## config.mk

```make
export PLATFORM = sky130hd
export DESIGN_NAME = bsm_cell
export DESIGN_NICKNAME = d
export VERILOG_FILES = /design/src/sv/bsm_pkg.sv /design/src/sv/bsm_cell.sv
export SDC_FILE = /design/constraint.sdc
export NUM_CORES = 1
export LEC_CHECK = 0
export BUFFER_PORTS_ARGS = -buffer_cell sky130_fd_sc_hd__buf_2
export CAP_MARGIN = 40
export CORE_MARGIN = 3
export CORE_UTILIZATION = 40
export CTS_CLUSTER_DIAMETER = 80
export DETAILED_ROUTE_END_ITERATION = 10
export GPL_ROUTABILITY_DRIVEN = 0
export PLACE_DENSITY = 0.68
export SKIP_LAST_GASP = 1
export SYNTH_ARGS = -nofsm -noshare
export SYNTH_HDL_FRONTEND = slang
export SYNTH_SLANG_ARGS = --single-unit
export TNS_END_PERCENT = 1
```

## constraint.sdc

```tcl
create_clock -name clk -period 6.6 [get_ports clk]
set_input_delay 0.66 -clock clk [delete_from_list [all_inputs] [get_ports clk]]
set_output_delay 0.66 -clock clk [all_outputs]
set_load 0.1 [all_outputs]
```

## src/sv/bsm_pkg.sv

```systemverilog
// Shared types and constants for the bounded sorted set with gap tracking.
`default_nettype none
package bsm_pkg;

    localparam int DATA_W = 32;

    typedef enum logic [1:0] {
        ST_INSERTED = 2'd0,
        ST_DUP      = 2'd1,
        ST_FULL     = 2'd2
    } status_t;

endpackage
`default_nettype wire

```

## src/sv/bsm_cell.sv

```systemverilog
// One slot of the sorted chain: compare, shift-insert and neighbor gap.
`default_nettype none
module bsm_cell (
    input  wire logic                       clk,
    input  wire logic [bsm_pkg::DATA_W-1:0] value,
    input  wire logic                       insert_en,
    input  wire logic                       valid,
    input  wire logic                       gap_en,
    input  wire logic [bsm_pkg::DATA_W-1:0] left_val,
    input  wire logic                       left_lt,
    output logic [bsm_pkg::DATA_W-1:0]      val,
    output logic                            lt,
    output logic                            eq,
    output logic [bsm_pkg::DATA_W-1:0]      gap
);
    import bsm_pkg::*;

    logic [DATA_W-1:0] val_reg;
    logic [DATA_W-1:0] val_next;

    assign val = val_reg;
    assign lt  = valid && ($signed(val_reg) < $signed(value));
    assign eq  = valid && (val_reg == value);
    // gap to the left neighbor; empty slots read as all ones for the min tree
    assign gap = gap_en ? (val_reg - left_val) : {DATA_W{1'b1}};

    always_comb
    begin
        priority if (!insert_en || lt)
            val_next = val_reg;
        else if (left_lt)
            val_next = value;
        else
            val_next = left_val;
    end

    always_ff @(posedge clk)
    begin
        val_reg <= val_next;
    end

endmodule
`default_nettype wire

```

==> Yosys cells after proc, flatten, opt, wreduce, memory -nomap -nowiden <==
Cells that the tools add are included.
{ "word_totals": {"regBits": 32, "input_bits": 69, "elab_cells": 10} }
{ "op_classes": {"add_sub_neg": 1, "order_cmp": 1, "n_eq_ne": 1, "n_mux": 2, "n_reduce_logical": 4} }
{ "op_table": {"columns": ["cell", "count"], "rows": [
  ["2-to-1 mux 32 bit", 2],
  ["== test 32 bit", 1],
  ["< comparator 32 bit", 1],
  ["subtractor 32 bit", 1],
  ["logical AND 1 bit", 2],
  ["logical NOT 1 bit", 1],
  ["logical OR 1 bit", 1]
]} }

==> Depth between registers and ports, before layout <==
Gate-level depths: netlist of the first run.
{ "depth": {"word_depth": 3, "ltp_mapped": 11, "mapped_depth_nobuf": 11} }

==> Least setup slack after synthesis of the first run <==
No wires, ideal clock.
{ "synth_timing": {"path_kind": "reg2out", "start": "reg val_reg[4], in the netlist val[4]", "end": "out gap[29] in the netlist's numbering", "t_arrival_ps": 4839, "required_time_ps": 5940, "setup_slack_ps": 1101, "path_stages_with_launch": 8, "n_path_buf": 0, "cell_sequence": "edfxtp_1 -> ha_1 -> a21o_4 -> a211o_2 -> o2111a_1 -> o211ai_2 -> a211oi_1 -> a311oi_1"} }
{ "synth_between": {"elab_chain_len": 2} }
{ "synth_lines": {"columns": ["element", "line_no", "text"], "rows": [
  ["start: declaration", "bsm_cell.sv:18", "logic [DATA_W-1:0] val_reg;"],
  ["start signal: assignment", "bsm_cell.sv:39", "val_reg <= val_next;"],
  ["subtractor 32 bit", "bsm_cell.sv:25", "assign gap = gap_en ? (val_reg - left_val) : {DATA_W{1'b1}};"],
  ["2-to-1 mux 32 bit", "bsm_cell.sv:25", null],
  ["end: declaration", "bsm_cell.sv:14", "output logic [bsm_pkg::DATA_W-1:0] gap"]
]} }
No other way between the ends.

==> Final worst setup path of the first run <==
{ "layout_timing": {"start": "in left_val[0] in the netlist's numbering", "end": "out gap[28] in the netlist's numbering"} }
{ "layout_between": {"elab_chain_len": 2} }
{ "layout_lines": {"columns": ["element", "line_no", "text"], "rows": [
  ["start: declaration", "bsm_cell.sv:9", "input wire logic [bsm_pkg::DATA_W-1:0] left_val,"],
  ["subtractor 32 bit", "bsm_cell.sv:25", null],
  ["2-to-1 mux 32 bit", "bsm_cell.sv:25", null]
]} }
No other way between the ends.

==> results.json, run 1 <==
{
  "status": "complete, no violations",
  "path_max_fanout": 5,
  "ys_ff_latch": 32,
  "grt_max_degree": 49,
  "cts_made_buffers": 5,
  "grt_pass1_vias": 4270,
  "cts_root_buffer": "clkbuf_8",
  "hp-class": "in2reg",
  "holdBufCountCts": 0,
  "die_h_um": 109.7,
  "clk_latency_ns": 0.29,
  "fin_setup_tns_ns": 0,
  "fin_util_pct": 50.12,
  "critPathArrivalTime_ns": 3.49,
  "layout_commonest_cell": "buf_2",
  "track_usage_pct": 21.76,
  "start_util_pct": 41.48,
  "cp-end-kind": "primary output",
  "leakagePower_nw": 2.642,
  "ctsLongestPathBuffers": 2,
  "rsz0062_at_grt": "no",
  "hold_viol_final": 0,
  "ios": 135,
  "htreeDepth": 2,
  "layout_setup_ws_ns": 2.449,
  "vdd_drop_max_mv": 0.1194,
  "numPortBuffers": 134,
  "final_area_um2": 5197,
  "async_flop_share_pct": 0,
  "final_cell_mix": "buf_2 (134), inv_1 (76), nand2_1 (75)",
  "dpl_worst_slack_ns": 2.522,
  "vias": 4417,
  "grt_pass1_wl_mm": 20.70,
  "yosys_warnings": 0,
  "p_per_area_nw_per_um2": 236.0,
  "path_class": "in2out",
  "drive_above_1_share_pct": 24.81,
  "post-route-period-util_pct": 62.89,
  "post-route-drc-count": 0,
  "syn_inst": 545,
  "worstMarginPinSlew_ns": 0.8545,
  "antenna_found_initial": 0,
  "place_hpwl_mm": 10.79,
  "ys.flop_type": "edfxtp_1",
  "path_clk_slew_ns": 0.07,
  "clock_skew_ns": 0.01035,
  "slew_violations": 0,
  "core_um2": 10370,
  "drtPass1Iterations": 5,
  "postRouteAntennaNets": 0,
  "ys_types": 62,
  "drt-total-wl_mm": 13.15,
  "crit_required_ns": 5.94,
  "antenna_cells": 0,
  "cts_setup_buffers": 0,
  "die_w_um": 109.7,
  "ff2ff_path_depth": 9,
  "finalSetupViolCount": 0,
  "cts_resized": 0,
  "drv_cap": 0,
  "area_growth_syn_to_layout_pct": 20.83,
  "rows": 37,
  "synth_area_per_cell_um2": 7.893,
  "timing.fmax_mhz": 240.9,
  "synth-seq-area-share_pct": 22.34,
  "drt-initial-drc-count": 292,
  "fill_cells": 1020,
  "grt-ovfl-total": 0,
  "syn-num-nets": 678,
  "wl_per_cell_um": 16.34,
  "startpoint_type": "input pin",
  "cts_sinks": 32,
  "fin_total_pwr_mw": 1.226,
  "vias_per_cell": 5.487,
  "placed_area_um2": 5121,
  "largest_reg_flops": 32,
  "fin_nets": 802,
  "dieArea_um2": 12030,
  "max_slew_margin_pct": 43.03,
  "cts_tree": "yes",
  "syn_area_um2": 4302,
  "whs_path_depth": 3,
  "period_minus_slack_ns": 4.151,
  "synth-edff-count": 32
}
power breakdown:
| part | total (mW) | internal [mW] | switching, mW | leakage, nW |
|---|---|---|---|---|
| sequential | 0.265 | 0.248 | 0.0170 | 0.312 |
| clock | 0.152 | 0.0698 | 0.0817 | 0.0391 |
| combinational | 0.810 | 0.195 | 0.615 | 2.29 |
| total | 1.23 | 0.513 | 0.714 | 2.64 |
layout make-up:
class                   count  area [µm²]  share of cell area [%]
multi-input cells         418        2994                   57.61
inverters                  76       285.3                   5.489
clock buffers               5       68.82                   1.324
repair buffers            136       710.7                   13.67
well taps                 136       170.2                   3.274
clock inverters             2       7.507                  0.1444
flip-flops and latches     32       960.9                   18.49
worst max-delay path, stage by stage:
cell and delay, ns:
buf_2 0.11, ha_1 0.21, inv_1 0.07, fa_1 0.22, a21o_1 0.18, a311o_2 0.23, a31oi_4 0.11, o41ai_2 0.72
nand3_1 0.24, o211ai_2 0.14, mux2_4 0.31, buf_2 0.29
through the flow:
stage | instances | hold WS (ns)
6_report | 805 | 0.6632
5_1_grt | 805 | 0.6766
4_1_cts | 805 | 0.6543
3_5_place_dp | 798 | 0.9616
3_3_place_gp | 796 | 0.9546
2_1_floorplan | 545 | 0.8471
kinds of logic (layout without fill, tap and decap cells):
group,after synthesis,in the layout,synth area share [%]
AOI/OAI and AO/OA,167,167,26.73
and+or+nand+nor,163,163,18.27
buffers and inverters,95,219,8.318
xor gates and xnor gates,14,14,2.850
muxes,10,10,2.705
DFF,32,32,22.34
adders and majority gates,64,64,18.79
Yosys cell counts (6+ instances only):
cell type	number	area, µm²
nor3_1	11	55.05
nor2b_1	7	43.79
edfxtp_1	32	960.9
a21o_1	25	187.7
inv_1	76	285.3
o21ai_0	49	245.2
nand4_1	16	100.1
a211oi_1	6	45.04
a21oi_1	31	155.2
o21a_1	6	45.04
clkbuf_1	18	67.56
a31oi_1	7	43.79
ha_1	63	788.3
nor2_1	14	52.55
xnor2_1	10	87.58
nand2_1	75	281.5
nand2b_1	10	62.56
nand3_1	9	45.04
final timing paths:
| path | startpoint | end | slack [ns] |
|---|---|---|---|
| max reg2reg | val[5]$_DFFE_PN_ | val[15]$_DFFE_PN_ | 3.62 |
| max | left_val[0] | gap[28] | 2.45 |
| min | value[1] | val[1]$_DFFE_PN_ | 0.66 |
| min reg2reg | val[31]$_DFFE_PN_ | val[26]$_DFFE_PN_ | 1.40 |
routing by layer:
layer	vias up	global-route usage, %	share of wire, %
met1	2018	28.78	46
met2	184	37.84	46
li1	2206	-	-
met4	0	4.274	0.92
met3	9	3.112	7.0
met5	-	0	0
Power figures use the tool's default switching activity.
==> inputs of run 2 (changes only) <==
Settings changed: PLACE_DENSITY 0.68 to 0.71.
Clock period 6.6 ns to 3.8 ns, I/O delays scaled along.
==> run 2 against run 1 <==
Flip-flop and latch count stayed put. Critical path type is now reg2out. Critical endpoint is now gap[26]. Hold slack got worse by 0.29 ns. Highest routed layer unchanged. Register-to-register slack got worse by 2.9 ns.
==> results.json, run 2 (synthesized netlist as in run 1, its figures left out) <==
{
  "status": "complete, no violations",
  "grt_pass1_wl_mm": 20.50,
  "drive_above_1_share_pct": 26.04,
  "fin_nets": 804,
  "place_hpwl_mm": 10.85,
  "drt-initial-drc-count": 248,
  "path_class": "reg2out",
  "cts_sinks": 32,
  "drtPass1Iterations": 7,
  "cts_tree": "yes",
  "leakagePower_nw": 2.667,
  "grt-ovfl-total": 0,
  "start_util_pct": 41.48,
  "post-route-drc-count": 0,
  "cts_root_buffer": "clkbuf_8",
  "vias": 4462,
  "hold_viol_final": 0,
  "hp-class": "in2reg",
  "wl_per_cell_um": 15.97,
  "finalSetupViolCount": 0,
  "path_clk_slew_ns": 0.09,
  "path_max_fanout": 3,
  "critPathArrivalTime_ns": 3.30,
  "drt-total-wl_mm": 12.92,
  "final_cell_mix": "buf_2 (128), inv_1 (76), nand2_1 (75)",
  "dpl_worst_slack_ns": 0.3392,
  "cts_made_buffers": 5,
  "slew_violations": 0,
  "postRouteAntennaNets": 0,
  "clk_latency_ns": 0.30,
  "p_per_area_nw_per_um2": 408.1,
  "track_usage_pct": 21.39,
  "fin_total_pwr_mw": 2.146,
  "die_h_um": 109.7,
  "crit_required_ns": 3.42,
  "clock_skew_ns": 0.02068,
  "die_w_um": 109.7,
  "fill_cells": 1059,
  "drv_cap": 0,
  "cts_resized": 0,
  "largest_reg_flops": 32,
  "vias_per_cell": 5.515,
  "core_um2": 10370,
  "cp-end-kind": "primary output",
  "grt_pass1_vias": 4305,
  "dieArea_um2": 12030,
  "ios": 135,
  "max_slew_margin_pct": 47.78,
  "timing.fmax_mhz": 271.4,
  "rsz0062_at_grt": "yes",
  "holdBufCountCts": 0,
  "layout_setup_ws_ns": 0.1154,
  "period_minus_slack_ns": 3.685,
  "area_growth_syn_to_layout_pct": 22.25,
  "htreeDepth": 2,
  "vdd_drop_max_mv": 0.2050,
  "layout_commonest_cell": "buf_2",
  "startpoint_type": "register",
  "worstMarginPinSlew_ns": 0.7833,
  "cts_setup_buffers": 0,
  "ctsLongestPathBuffers": 2,
  "grt_max_degree": 49,
  "numPortBuffers": 134,
  "post-route-period-util_pct": 96.96,
  "rows": 37,
  "antenna_found_initial": 1
}
==> run 2: cell type report <==
type | count | area, µm² | area share, %
clock inverters | 3 | 13.76 | 0.2617
diodes | 1 | 2.502 | 0.04759
clock buffers | 5 | 68.82 | 1.309
well taps | 136 | 170.2 | 3.236
multi-input cells | 418 | 3022 | 57.46
inverters | 76 | 285.3 | 5.425
repair buffers | 138 | 735.7 | 13.99
flip-flops and latches | 32 | 960.9 | 18.27
==> run 2: per-stage QoR <==
step	hold WS (ns)	TNS [ns]	instances	instance area, µm²	utilization, %
6_report	0.3687	0	809	5259	50.71
5_1_grt	0.3745	-0.09714	809	5259	50.71
4_1_cts	0.3646	0	808	5241	50.54
3_5_place_dp	0.6811	0	800	5159	49.75
3_3_place_gp	0.6734	0	799	5131	49.48
2_1_floorplan	0.5671	-22.02	545	4329	-
==> run 2: final timing paths <==
kind | startpoint | to | slack (ns) | cells after the start
worst min register to register | val[31]$_DFFE_PN_ | val[21]$_DFFE_PN_ | 1.31 | 3
worst max-delay path | val[0]$_DFFE_PN_ | gap[26] | 0.12 | 12
worst min-delay path | value[9] | val[9]$_DFFE_PN_ | 0.37 | 3
worst max register to register | val[1]$_DFFE_PN_ | val[13]$_DFFE_PN_ | 0.74 | 9
==> run 2: layer usage <==
metal | vias up | GRT usage, % | routed length, µm
li1 | 2215 | - | -
met5 | - | 0 | 0
met2 | 171 | 36.57 | 5989
met3 | 21 | 3.464 | 863
met4 | 0 | 4.987 | 252
met1 | 2055 | 28.24 | 5815
==> run 2: report_power, final <==
part / internal, mW / switching [mW]
combinational: 0.349 / 1.07
sequential: 0.431 / 0.0296
clock: 0.125 / 0.143
total: 0.905 / 1.24
==> run 2: worst max-delay path, stage by stage (launching register included) <==
cell	delay [ns]
edfxtp_1	0.38
inv_1	0.09
ha_1	0.18
inv_1	0.06
fa_1	0.42
a21o_1	0.21
a311o_2	0.43
a31oi_4	0.24
nor3_2	0.11
a21oi_4	0.21
o21ai_1	0.12
mux2_4	0.30
clkbuf_4	0.28
==> inputs of run 3 (changes only) <==
Settings changed: BUFFER_PORTS_ARGS -buffer_cell sky130_fd_sc_hd__buf_2 to not set, DONT_BUFFER_PORTS set to 1, PLACE_DENSITY 0.71 to 0.59, RECOVER_POWER set to 50, SLEW_MARGIN set to 20.
==> run 3 against run 2 <==
Non-clock buffer count fell by 73. Core utilization fell by 0.60 points. Largest cell class unchanged. Cell count decreased by 9.1%. Critical endpoint is now gap[30]. Critical path depth stayed put. Count of clock-buffer cells in the layout grew 2.
==> results.json, run 3 (synthesized netlist as in run 1, its figures left out) <==
{
  "cp-end-kind": "primary output",
  "wl_per_cell_um": 17.21,
  "post-route-period-util_pct": 94.61,
  "placed_cells_incl_taps": 727,
  "layout_commonest_cell": "inv_1",
  "htreeDepth": 2,
  "cts_sinks": 32,
  "ff_latch_area_um2": 960.9,
  "antenna_found_initial": 0,
  "p_seq_share_pct": 20.6,
  "dieArea_um2": 12030,
  "drive_above_1_share_pct": 12.19,
  "path_class": "reg2out",
  "multi_input_area_um2": 3070,
  "final_cell_mix": "inv_1 (76), nand2_1 (75), ha_1 (63)",
  "area_growth_syn_to_layout_pct": 20.80,
  "vias_per_cell": 5.616,
  "period_minus_slack_ns": 3.595,
  "vdd_drop_max_mv": 0.2020,
  "fin_util_pct": 50.11,
  "switching_share_pct": 55.54,
  "p_per_area_nw_per_um2": 428.0,
  "track_usage_pct": 21.05,
  "critPathArrivalTime_ns": 3.22,
  "cts_resized": 0,
  "hold_viol_final": 0,
  "ios": 135,
  "placed_area_um2": 5248,
  "status": "complete, no violations",
  "drt-total-wl_mm": 12.65,
  "cts_made_buffers": 5,
  "ctsLongestPathBuffers": 2,
  "cts_setup_buffers": 0,
  "leakagePower_nw": 2.440,
  "antenna_cells": 0,
  "layout.cells.non_filler": 735,
  "drv_cap": 0,
  "post-route-drc-count": 0,
  "path_clk_slew_ns": 0.08,
  "final_area_um2": 5196,
  "fin_nets": 731,
  "clock_skew_ns": 0.01809,
  "die_h_um": 109.7,
  "fill_cells": 1033,
  "start_util_pct": 41.48,
  "clk_latency_ns": 0.29,
  "timing.fmax_mhz": 278.1,
  "postRouteAntennaNets": 0,
  "slew_violations": 0,
  "max_slew_margin_pct": 17.03,
  "numPortBuffers": 0,
  "hp-class": "in2reg",
  "drtPass1Iterations": 5,
  "cts_tree": "yes",
  "grt_pass1_vias": 4078,
  "grt_pass1_wl_mm": 19.90,
  "cts_root_buffer": "clkbuf_8",
  "place_hpwl_mm": 10.61,
  "holdBufCountCts": 0,
  "die_w_um": 109.7,
  "rsz0062_at_grt": "no",
  "grt-ovfl-total": 0,
  "largest_reg_flops": 32,
  "crit_required_ns": 3.42,
  "finalSetupViolCount": 0,
  "startpoint_type": "register",
  "internal_power_mw": 0.9887,
  "path_max_fanout": 3,
  "combinationalPowerShare_pct": 67.2,
  "grt_max_degree": 63,
  "drt-initial-drc-count": 228,
  "vias": 4128,
  "clkPwrFrac_pct": 12.2,
  "p_switching_mw": 1.235,
  "worstMarginPinSlew_ns": 1.245,
  "core_um2": 10370,
  "hold-worst-slack_ns": 0.2723,
  "rows": 37
}
-- run 3: cell count changes in the layout (fill, tap and decap cells not counted), sizes merged --
cell,before,now
diode,1,0
clkbuf,9,40
clkinv,3,1
buf,134,32
-- run 3: path summary, 6_finish.rpt --
check | start | end | slack, ns | depth (start not counted)
setup / recovery | val[0]$_DFFE_PN_ | gap[30] | 0.20 | 12
hold / removal | value[8] | val[8]$_DFFE_PN_ | 0.27 | 2
setup reg to reg | val[9]$_DFFE_PN_ | val[13]$_DFFE_PN_ | 0.73 | 9
hold reg to reg | val[31]$_DFFE_PN_ | val[25]$_DFFE_PN_ | 1.31 | 3
-- run 3: power by group through the flow --
stage	Sequential [mW]	Combinational (mW)	Clock [mW]
after floorplan	0.678	0.929	0
after CTS	0.459	1.52	0.279
after detailed placement	0.467	1.52	0
after global routing	0.463	1.58	0.291
final	0.458	1.49	0.271
after global placement	0.466	1.49	0
-- run 3: through the flow --
step,power (mW),TNS [ns],setup WS (ns)
after floorplan,1.606,-22.02,-0.5687
after global routing,2.336,0,0.02116
final,2.224,0,0.2047
after global placement,1.960,0,0.5569
after CTS,2.262,0,0.1926
after detailed placement,1.988,0,0.5370
-- run 3: worst max-delay path, stage by stage, from the launching register on --
cell and delay, ns:
edfxtp_1 0.38, inv_1 0.09, ha_1 0.17, inv_1 0.06
fa_1 0.40, a21o_1 0.21, a311o_2 0.43, a31oi_4 0.22
nor3_2 0.11, a21oi_4 0.20, o31ai_1 0.14, mux2i_2 0.29
buf_12 0.21
-- run 3: cell type report --
class,count,area share (%)
multi-input cells,418,59.09
repair buffers,65,12.11
inverters,76,5.490
flip-flops and latches,32,18.49
clock buffers,7,1.469
clock inverters,1,0.07224
well taps,136,3.275
-- run 3: routing by layer --
metal	global-route usage (%)	wire (µm)	vias to the layer above	share of wire [%]
li1	-	-	2068	-
met1	26.26	5604	1914	44
met2	36.70	5965	133	47
met3	5.285	933	13	7.4
met4	4.363	145	0	1.1
met5	0	0	-	0
